--- config.mk ---
export PLATFORM = sky130hd
export DESIGN_NAME = eight_bit_alu_with_decimal_adjust_core
export DESIGN_NICKNAME = d
export VERILOG_FILES = /design/src/alubcd_pkg.sv /design/src/alubcd_phase_one.sv /design/src/alubcd_correct.sv /design/src/eight_bit_alu_with_decimal_adjust_core.sv
export SDC_FILE = /design/constraint.sdc
export NUM_CORES = 1
export LEC_CHECK = 0
export ABC_CLOCK_PERIOD_IN_PS = 7900
export BUFFER_PORTS_ARGS = -buffer_cell sky130_fd_sc_hd__buf_2
export CORE_MARGIN = 2
export CORE_UTILIZATION = 40
export DETAILED_ROUTE_END_ITERATION = 10
export GPL_TIMING_DRIVEN = 0
export SETUP_SLACK_MARGIN = 0.4
export SYNTH_ARGS = -nofsm -noshare
export SYNTH_HDL_FRONTEND = slang
export SYNTH_HIERARCHICAL = 1
export SYNTH_SLANG_ARGS = --single-unit
export TNS_END_PERCENT = 1
--- constraint.sdc ---
create_clock -name aclk -period 7.9 [get_ports aclk]
set_clock_uncertainty 0.1 [all_clocks]
set_input_delay 1.58 -clock aclk [delete_from_list [all_inputs] [get_ports aclk]]
set_output_delay 1.58 -clock aclk [all_outputs]
set_load 0.02 [all_outputs]
--- src/alubcd_pkg.sv ---
package alubcd_pkg;

    localparam int unsigned BYTE_W = 8;
    localparam int unsigned OP_W   = 3;
    localparam int unsigned CORR_W = 4;

    localparam int unsigned S_TDATA_W = 32;
    localparam int unsigned M_TDATA_W = 24;

    localparam logic [BYTE_W-1:0] SIGN_BIT = 8'h80;

    // op codes; anything else keeps the sum register
    localparam logic [OP_W-1:0] OP_AND  = 3'd0;
    localparam logic [OP_W-1:0] OP_XOR  = 3'd1;
    localparam logic [OP_W-1:0] OP_OR   = 3'd2;
    localparam logic [OP_W-1:0] OP_SHR  = 3'd3;
    localparam logic [OP_W-1:0] OP_SUM  = 3'd4;
    localparam logic [OP_W-1:0] OP_NONE = 3'd5;

    // correction control bit positions
    localparam int unsigned CORR_ADD_LO = 0;
    localparam int unsigned CORR_ADD_HI = 1;
    localparam int unsigned CORR_SUB_LO = 2;
    localparam int unsigned CORR_SUB_HI = 3;

    typedef struct packed {
        logic              load_accumulator;
        logic [BYTE_W-1:0] bus_value;
        logic              decimal_sub;
        logic              decimal_add;
        logic              carry_in;
        logic [BYTE_W-1:0] b_operand;
        logic [BYTE_W-1:0] a_operand;
        logic [OP_W-1:0]   op;
    } alu_req_t;

    // latched outcome of the first phase
    typedef struct packed {
        logic [BYTE_W-1:0] sum;
        logic              binary_carry;
        logic              decimal_carry;
        logic              overflow;
        logic [CORR_W-1:0] corr;
    } phase_one_t;

endpackage

--- src/alubcd_phase_one.sv ---
module alubcd_phase_one (
    input  alubcd_pkg::alu_req_t              req,
    input  logic                              decimal_enable,
    input  logic [alubcd_pkg::BYTE_W-1:0]     sum_prev,
    output alubcd_pkg::phase_one_t            result
);

    logic [alubcd_pkg::BYTE_W-1:0] g;
    logic [alubcd_pkg::BYTE_W-1:0] p;
    logic [alubcd_pkg::BYTE_W-1:0] x;
    logic [alubcd_pkg::BYTE_W:0]   c;
    logic [alubcd_pkg::BYTE_W-1:0] sum;
    logic [alubcd_pkg::BYTE_W-1:0] sum_sel;
    logic                          daa;
    logic                          dsa;
    logic                          lo_t1;
    logic                          lo_t2;
    logic                          hi_t1;
    logic                          hi_t2;
    logic                          half;

    assign g   = req.a_operand & req.b_operand;
    assign p   = req.a_operand | req.b_operand;
    assign x   = req.a_operand ^ req.b_operand;
    assign daa = req.decimal_add & decimal_enable;
    assign dsa = req.decimal_sub & decimal_enable;

    // ripple adder; decimal add forces the carry out of the low nibble
    always_comb begin
        c[0]  = req.carry_in;
        sum   = '0;
        lo_t1 = 1'b0;
        lo_t2 = 1'b0;
        for (int n = 0; n < alubcd_pkg::BYTE_W; n++) begin
            sum[n]  = x[n] ^ c[n];
            c[n+1]  = g[n] | (p[n] & c[n]);
            if (n == 3) begin
                lo_t1 = (g[2] | x[3]) & (c[1] | x[2] | g[1] | x[1]);
                lo_t2 = p[2] & g[1] & c[1];
                if (daa && (lo_t1 || lo_t2)) begin
                    c[n+1] = 1'b1;
                end
            end
        end
    end

    assign hi_t1 = (x[7] | g[6]) & (c[5] | g[5] | x[5] | x[6]);
    assign hi_t2 = x[6] & g[5] & c[5];
    assign half  = c[4];

    always_comb begin
        case (req.op)
            alubcd_pkg::OP_AND: sum_sel = g;
            alubcd_pkg::OP_XOR: sum_sel = x;
            alubcd_pkg::OP_OR:  sum_sel = p;
            alubcd_pkg::OP_SHR: sum_sel = {1'b0, g[alubcd_pkg::BYTE_W-1:1]};
            alubcd_pkg::OP_SUM: sum_sel = sum;
            default:            sum_sel = sum_prev;
        endcase
    end

    assign result.sum           = sum_sel;
    assign result.binary_carry  = c[8];
    assign result.decimal_carry = daa & (hi_t1 | hi_t2);
    assign result.overflow      = (c[7] & ((p & alubcd_pkg::SIGN_BIT) == '0))
                                | (~c[7] & c[8]);
    assign result.corr[alubcd_pkg::CORR_ADD_LO] = daa & half;
    assign result.corr[alubcd_pkg::CORR_ADD_HI] = daa;
    assign result.corr[alubcd_pkg::CORR_SUB_LO] = dsa & ~half;
    assign result.corr[alubcd_pkg::CORR_SUB_HI] = dsa;

endmodule

--- src/alubcd_correct.sv ---
module alubcd_correct (
    input  alubcd_pkg::phase_one_t            latched,
    input  logic [alubcd_pkg::BYTE_W-1:0]     bus_value,
    output logic                              acr,
    output logic [alubcd_pkg::BYTE_W-1:0]     corrected
);

    logic                          daal;
    logic                          daah;
    logic                          dsal;
    logic                          dsah;
    logic [alubcd_pkg::BYTE_W-1:0] r;
    logic [alubcd_pkg::BYTE_W-1:0] f;

    assign acr  = latched.binary_carry | latched.decimal_carry;
    assign r    = latched.sum;
    assign daal = latched.corr[alubcd_pkg::CORR_ADD_LO];
    assign daah = latched.corr[alubcd_pkg::CORR_ADD_HI] & acr;
    assign dsal = latched.corr[alubcd_pkg::CORR_SUB_LO];
    assign dsah = latched.corr[alubcd_pkg::CORR_SUB_HI] & ~acr;

    // flip mask that adds or subtracts six per nibble
    assign f[0] = 1'b0;
    assign f[1] = dsal | daal;
    assign f[2] = (~r[1] & daal) | (r[1] & dsal);
    assign f[3] = ((~r[1] | ~r[2]) & dsal) | ((r[1] | r[2]) & daal);
    assign f[4] = 1'b0;
    assign f[5] = daah | dsah;
    assign f[6] = (~r[5] & daah) | (r[5] & dsah);
    assign f[7] = ((r[5] | r[6]) & daah) | ((~r[5] | ~r[6]) & dsah);

    assign corrected = bus_value ^ f;

endmodule

--- src/eight_bit_alu_with_decimal_adjust_core.sv ---
// Channel   Dir  Width  Contents
// s_axis    in   32     op, a_operand, b_operand, carry_in, decimal_add,
//                       decimal_sub, bus_value, load_accumulator
// m_axis    out  24     sum_result, carry_out, overflow, accumulator
// cfg       in   1      decimal_enable
//
// One request a cycle while the result is not stalled; a request passes the input
// register, then both ALU phases run combinationally before the result register,
// and the ALU state updates as the result register loads.
// Reset clears the ALU state and sets decimal_enable.
// A stalled result holds the result register; the input register then takes a
// request only while empty, and s_tready stays low while it holds one.
module eight_bit_alu_with_decimal_adjust_core (
    input  logic        aclk,
    input  logic        aresetn,
    input  logic        cfg_wr_en,
    input  logic        cfg_wr_data,
    input  logic        s_tvalid,
    output logic        s_tready,
    // [2:0] op, [10:3] a_operand, [18:11] b_operand, [19] carry_in,
    // [20] decimal_add, [21] decimal_sub, [29:22] bus_value,
    // [30] load_accumulator, [31] zero
    input  logic [31:0] s_tdata,
    output logic        m_tvalid,
    input  logic        m_tready,
    // [7:0] sum_result, [8] carry_out, [9] overflow, [17:10] accumulator,
    // [23:18] zero
    output logic [23:0] m_tdata
);

    alubcd_pkg::alu_req_t          req_reg;
    logic                          req_valid_reg;
    logic                          decimal_enable_reg;
    logic                          advance;

    alubcd_pkg::phase_one_t        latch_reg;
    alubcd_pkg::phase_one_t        latch_next;
    logic [alubcd_pkg::BYTE_W-1:0] acc_reg;
    logic [alubcd_pkg::BYTE_W-1:0] acc_next;
    logic [alubcd_pkg::BYTE_W-1:0] corrected;
    logic                          acr;

    logic                          m_tvalid_reg;
    logic [23:0]                   m_tdata_reg;

    assign advance  = req_valid_reg && (!m_tvalid_reg || m_tready);
    assign s_tready = !req_valid_reg || advance;
    assign m_tvalid = m_tvalid_reg;
    assign m_tdata  = m_tdata_reg;

    alubcd_phase_one u_phase_one (
        .req            (req_reg),
        .decimal_enable (decimal_enable_reg),
        .sum_prev       (latch_reg.sum),
        .result         (latch_next)
    );

    alubcd_correct u_correct (
        .latched   (latch_next),
        .bus_value (req_reg.bus_value),
        .acr       (acr),
        .corrected (corrected)
    );

    assign acc_next = req_reg.load_accumulator ? corrected : acc_reg;

    always_ff @(posedge aclk) begin
        if (!aresetn) begin
            decimal_enable_reg <= 1'b1;
        end else if (cfg_wr_en) begin
            decimal_enable_reg <= cfg_wr_data;
        end
    end

    // input register
    always_ff @(posedge aclk) begin
        if (!aresetn) begin
            req_valid_reg <= 1'b0;
        end else if (s_tready) begin
            req_valid_reg <= s_tvalid;
        end
    end

    always_ff @(posedge aclk) begin
        if (s_tready && s_tvalid) begin
            req_reg <= alubcd_pkg::alu_req_t'(s_tdata[30:0]);
        end
    end

    // ALU state and result register advance together
    always_ff @(posedge aclk) begin
        if (!aresetn) begin
            latch_reg    <= '0;
            acc_reg      <= '0;
            m_tvalid_reg <= 1'b0;
        end else begin
            if (advance) begin
                latch_reg    <= latch_next;
                acc_reg      <= acc_next;
                m_tvalid_reg <= 1'b1;
            end else if (m_tready) begin
                m_tvalid_reg <= 1'b0;
            end
        end
    end

    always_ff @(posedge aclk) begin
        if (advance) begin
            m_tdata_reg <= {6'd0, acc_next, latch_next.overflow, acr, latch_next.sum};
        end
    end

endmodule

==> flow_summary.toml <==
[timing]
layout_min_cycle_time_ns = 5.07
setup-violations-final = 0
tightest_slew_ns = 0.885
slew_headroom = 0.410
rsz0062_at_grt = "false"
period_share = 0.642
finalMaxSlewViolations = 0
fin_tns_setup_ns = 0
max_freq_mhz = 197
hold_viol = 0
hold_ws_ns = 0.365

[global_routing]
antenna_found_initial = 0
grt_overflow = 0
grt_pass1_vias = 2376
grt_pass1_wl_um = 11500
grt_usage = 0.153
grt.met3_usage = 0.0394
met2_usage = 0.252
grt_busiest_layer = "met2"
grt_max_degree = 32
grtUsageMet1 = 0.197

[hold_path]
holdCritStartpoint = "latch_reg[9]$_SDFFE_PN0P_"
hold_path.class = "reg -> reg"
holdPathStages = 2
hold_end = "latch_reg[9]$_SDFFE_PN0P_"

[floorplanning]
start_util = 0.411
die_h_um = 98.4
dieArea_um2 = 9680
core-area_um2 = 8680
die_w_um = 98.4
top_level_ports = 64
rows = 34

[detailed_routing]
wl_per_cell_um = 15.0
viasPerCell = 4.96
num_vias = 2352
routed_wl_um = 7090
drt_iter0_drc = 119
firstDrtPassIters = 4
ant_nets = 0
drc = 0

[setup_path]
worst-path-max-fanout = 6
r2r_cells = 20
worst-r2r-setup-slack_ns = 2.83
crit_path_start_kind = "flop"
required_ns = 8.05
critPathArrivalTime_ns = 5.22
cp-end-kind = "flop"
path_class = "reg -> reg"
r2r_end = "acc_reg[7]$_SDFFE_PN0P_"
r2r_start = "req_reg[3]$_DFFE_PP_"

[synth]
synth_top_area_frac = 0.413
synthTopCellsByCount = "edfxtp_1, inv_1, nand2_1"
synth-seq-cells = 68
synth_cell_types = 45
synthTopCellsByArea = "edfxtp_1, dfxtp_1, mux2i_1"
synth_top_cell_by_area = "edfxtp_1"
async_reset_ff_frac = 0
dominantRegCellSynth = "edfxtp_1"
synth.most_common_cell = "edfxtp_1"
syn_area_um2 = 3560
synth_edf_count = 49
syn-instance-count = 290
synth-seq-area-share = 0.519
avgSynthCellArea_um2 = 12.3
ys_warn_count = 6

[clocking]
tritoncts = "built"
cts-root-buf = "clkbuf_8"
clkTransAtPathRegs_ns = 0.08
cts_max_path_buffers = 2
cts_resized = 0
cts_buffers = 9
cts.sinks = 68
clkLatencyLatePin_ns = 0.35
postCtsSetupBuffers = 0
h-tree-depth = 3
cts-hold-fix-buffers = 0

[cells_and_area]
fin_cells = 474
syn2layout_area_growth_pct = 18.2
largest_reg_flops = 31
n_antenna_cell = 0
nFillCells = 821
drive_above_1_share = 0.311
final_nets = 423

[placement]
port_buffers = 55
hpwl_um = 5050
gp_congestion = 0.836
dp_cells = 458

[pwr]
p_leak_nw = 1.81
p_per_area_nw_per_um2 = 206
ir_worst_vdd_mv = 0.0914

[outcome]
status = "completed"

[run]
cap_viol_max_count = 0
[worst max-delay path, stage by stage, from the launching register on]
cell      delay (ns)
edfxtp_1        0.36
inv_1           0.08
fa_1            0.47
inv_1           0.09
fa_1            0.16
inv_1           0.05
fa_1            0.38
fa_1            0.43
a21bo_2         0.24
fa_1            0.16
inv_1           0.06
fa_1            0.43
nor3_1          0.16
a21oi_1         0.06
a222oi_1        0.69
o221a_1         0.33
a31oi_1         0.06
xnor2_1         0.15
mux2_2          0.30
nor3b_2         0.17
nor3b_1         0.06
[worst max path at each step]
stage                              start  slack [ns]  cells past startpoint                       to
finish              req_reg[3]$_DFFE_PP_        2.83                     20  acc_reg[7]$_SDFFE_PN0P_
detailed placement  req_reg[3]$_DFFE_PP_        2.86                     20  acc_reg[7]$_SDFFE_PN0P_
CTS                 req_reg[3]$_DFFE_PP_        2.86                     20  acc_reg[7]$_SDFFE_PN0P_
floorplan           req_reg[3]$_DFFE_PP_        3.47                     20  acc_reg[7]$_SDFFE_PN0P_
global route        req_reg[3]$_DFFE_PP_        2.52                     20  acc_reg[7]$_SDFFE_PN0P_
global placement    req_reg[3]$_DFFE_PP_        2.96                     20  acc_reg[7]$_SDFFE_PN0P_
[metal layers]
layer  share of wire  wire [um]
met3           0.051        358
met1            0.45       3180
met2            0.48       3430
met4           0.017        118
met5               0          0
[stage by stage]
stage / setup slack, ns / power, mW / cell area [um2] / utilization
2_1_floorplan: 3.47 / 0.528 / 3580 / -
3_3_place_gp: 2.96 / 0.567 / 3990 / 0.460
3_5_place_dp: 2.86 / 0.570 / 3990 / 0.460
4_1_cts: 2.86 / 0.877 / 4210 / 0.485
5_1_grt: 2.52 / 0.911 / 4210 / 0.485
6_report: 2.83 / 0.869 / 4210 / 0.485
[cell type report]
class | count | area [um2] | area share
sequential | 68 | 1850 | 0.440
multi-input combinational | 174 | 1450 | 0.344
timing repair buffer | 55 | 275 | 0.0653
buffer | 25 | 178 | 0.0422
clock buffer | 10 | 149 | 0.0353
tap | 108 | 135 | 0.0321
inverter | 28 | 105 | 0.0249
clock inverter | 6 | 68.8 | 0.0163
[logic make-up (layout without fill, tap and decap cells)]
kind of cell,count (synthesis),count (layout),synth area share
AO/OA/AOI/OAI,41,41,0.0818
multiplexers,34,34,0.100
buffers and inverters,53,124,0.0793
adder cells (fa/ha/maj),24,24,0.101
flip-flops,68,68,0.519
other,1,6,0.00105
XOR/XNOR,6,6,0.0147
AND/OR/NAND/NOR,63,63,0.102
[power by group]
group / switching (mW) / internal, mW
Combinational: 0.0796 / 0.0632
Clock: 0.141 / 0.166
Sequential: 0.0102 / 0.409
Total: 0.231 / 0.639
[cells in the final DEF (no fill, tap or decap), drive strengths merged, types with 2 or more instances in the layout]
master   synthesis  layout
buf             21      76
edfxtp          49      49
inv             28      29
nand2           24      24
mux2i           23      23
dfxtp           19      19
a21oi           16      16
ha              16      16
nor3b           16      16
clkbuf           4      14
mux2            11      11
fa               8       8
conb             1       6
nor2             6       6
xnor2            5       5
a222oi           5       5
nor2b            4       4
nor3             4       4
a2111oi          3       3
clkinv           0       3
and2             3       3
o21a             2       2
o22ai            2       2
a31oi            2       2
a21bo            2       2
a221oi           2       2
a211oi           2       2
or2              2       2
Power figures use the tool's default switching activity.
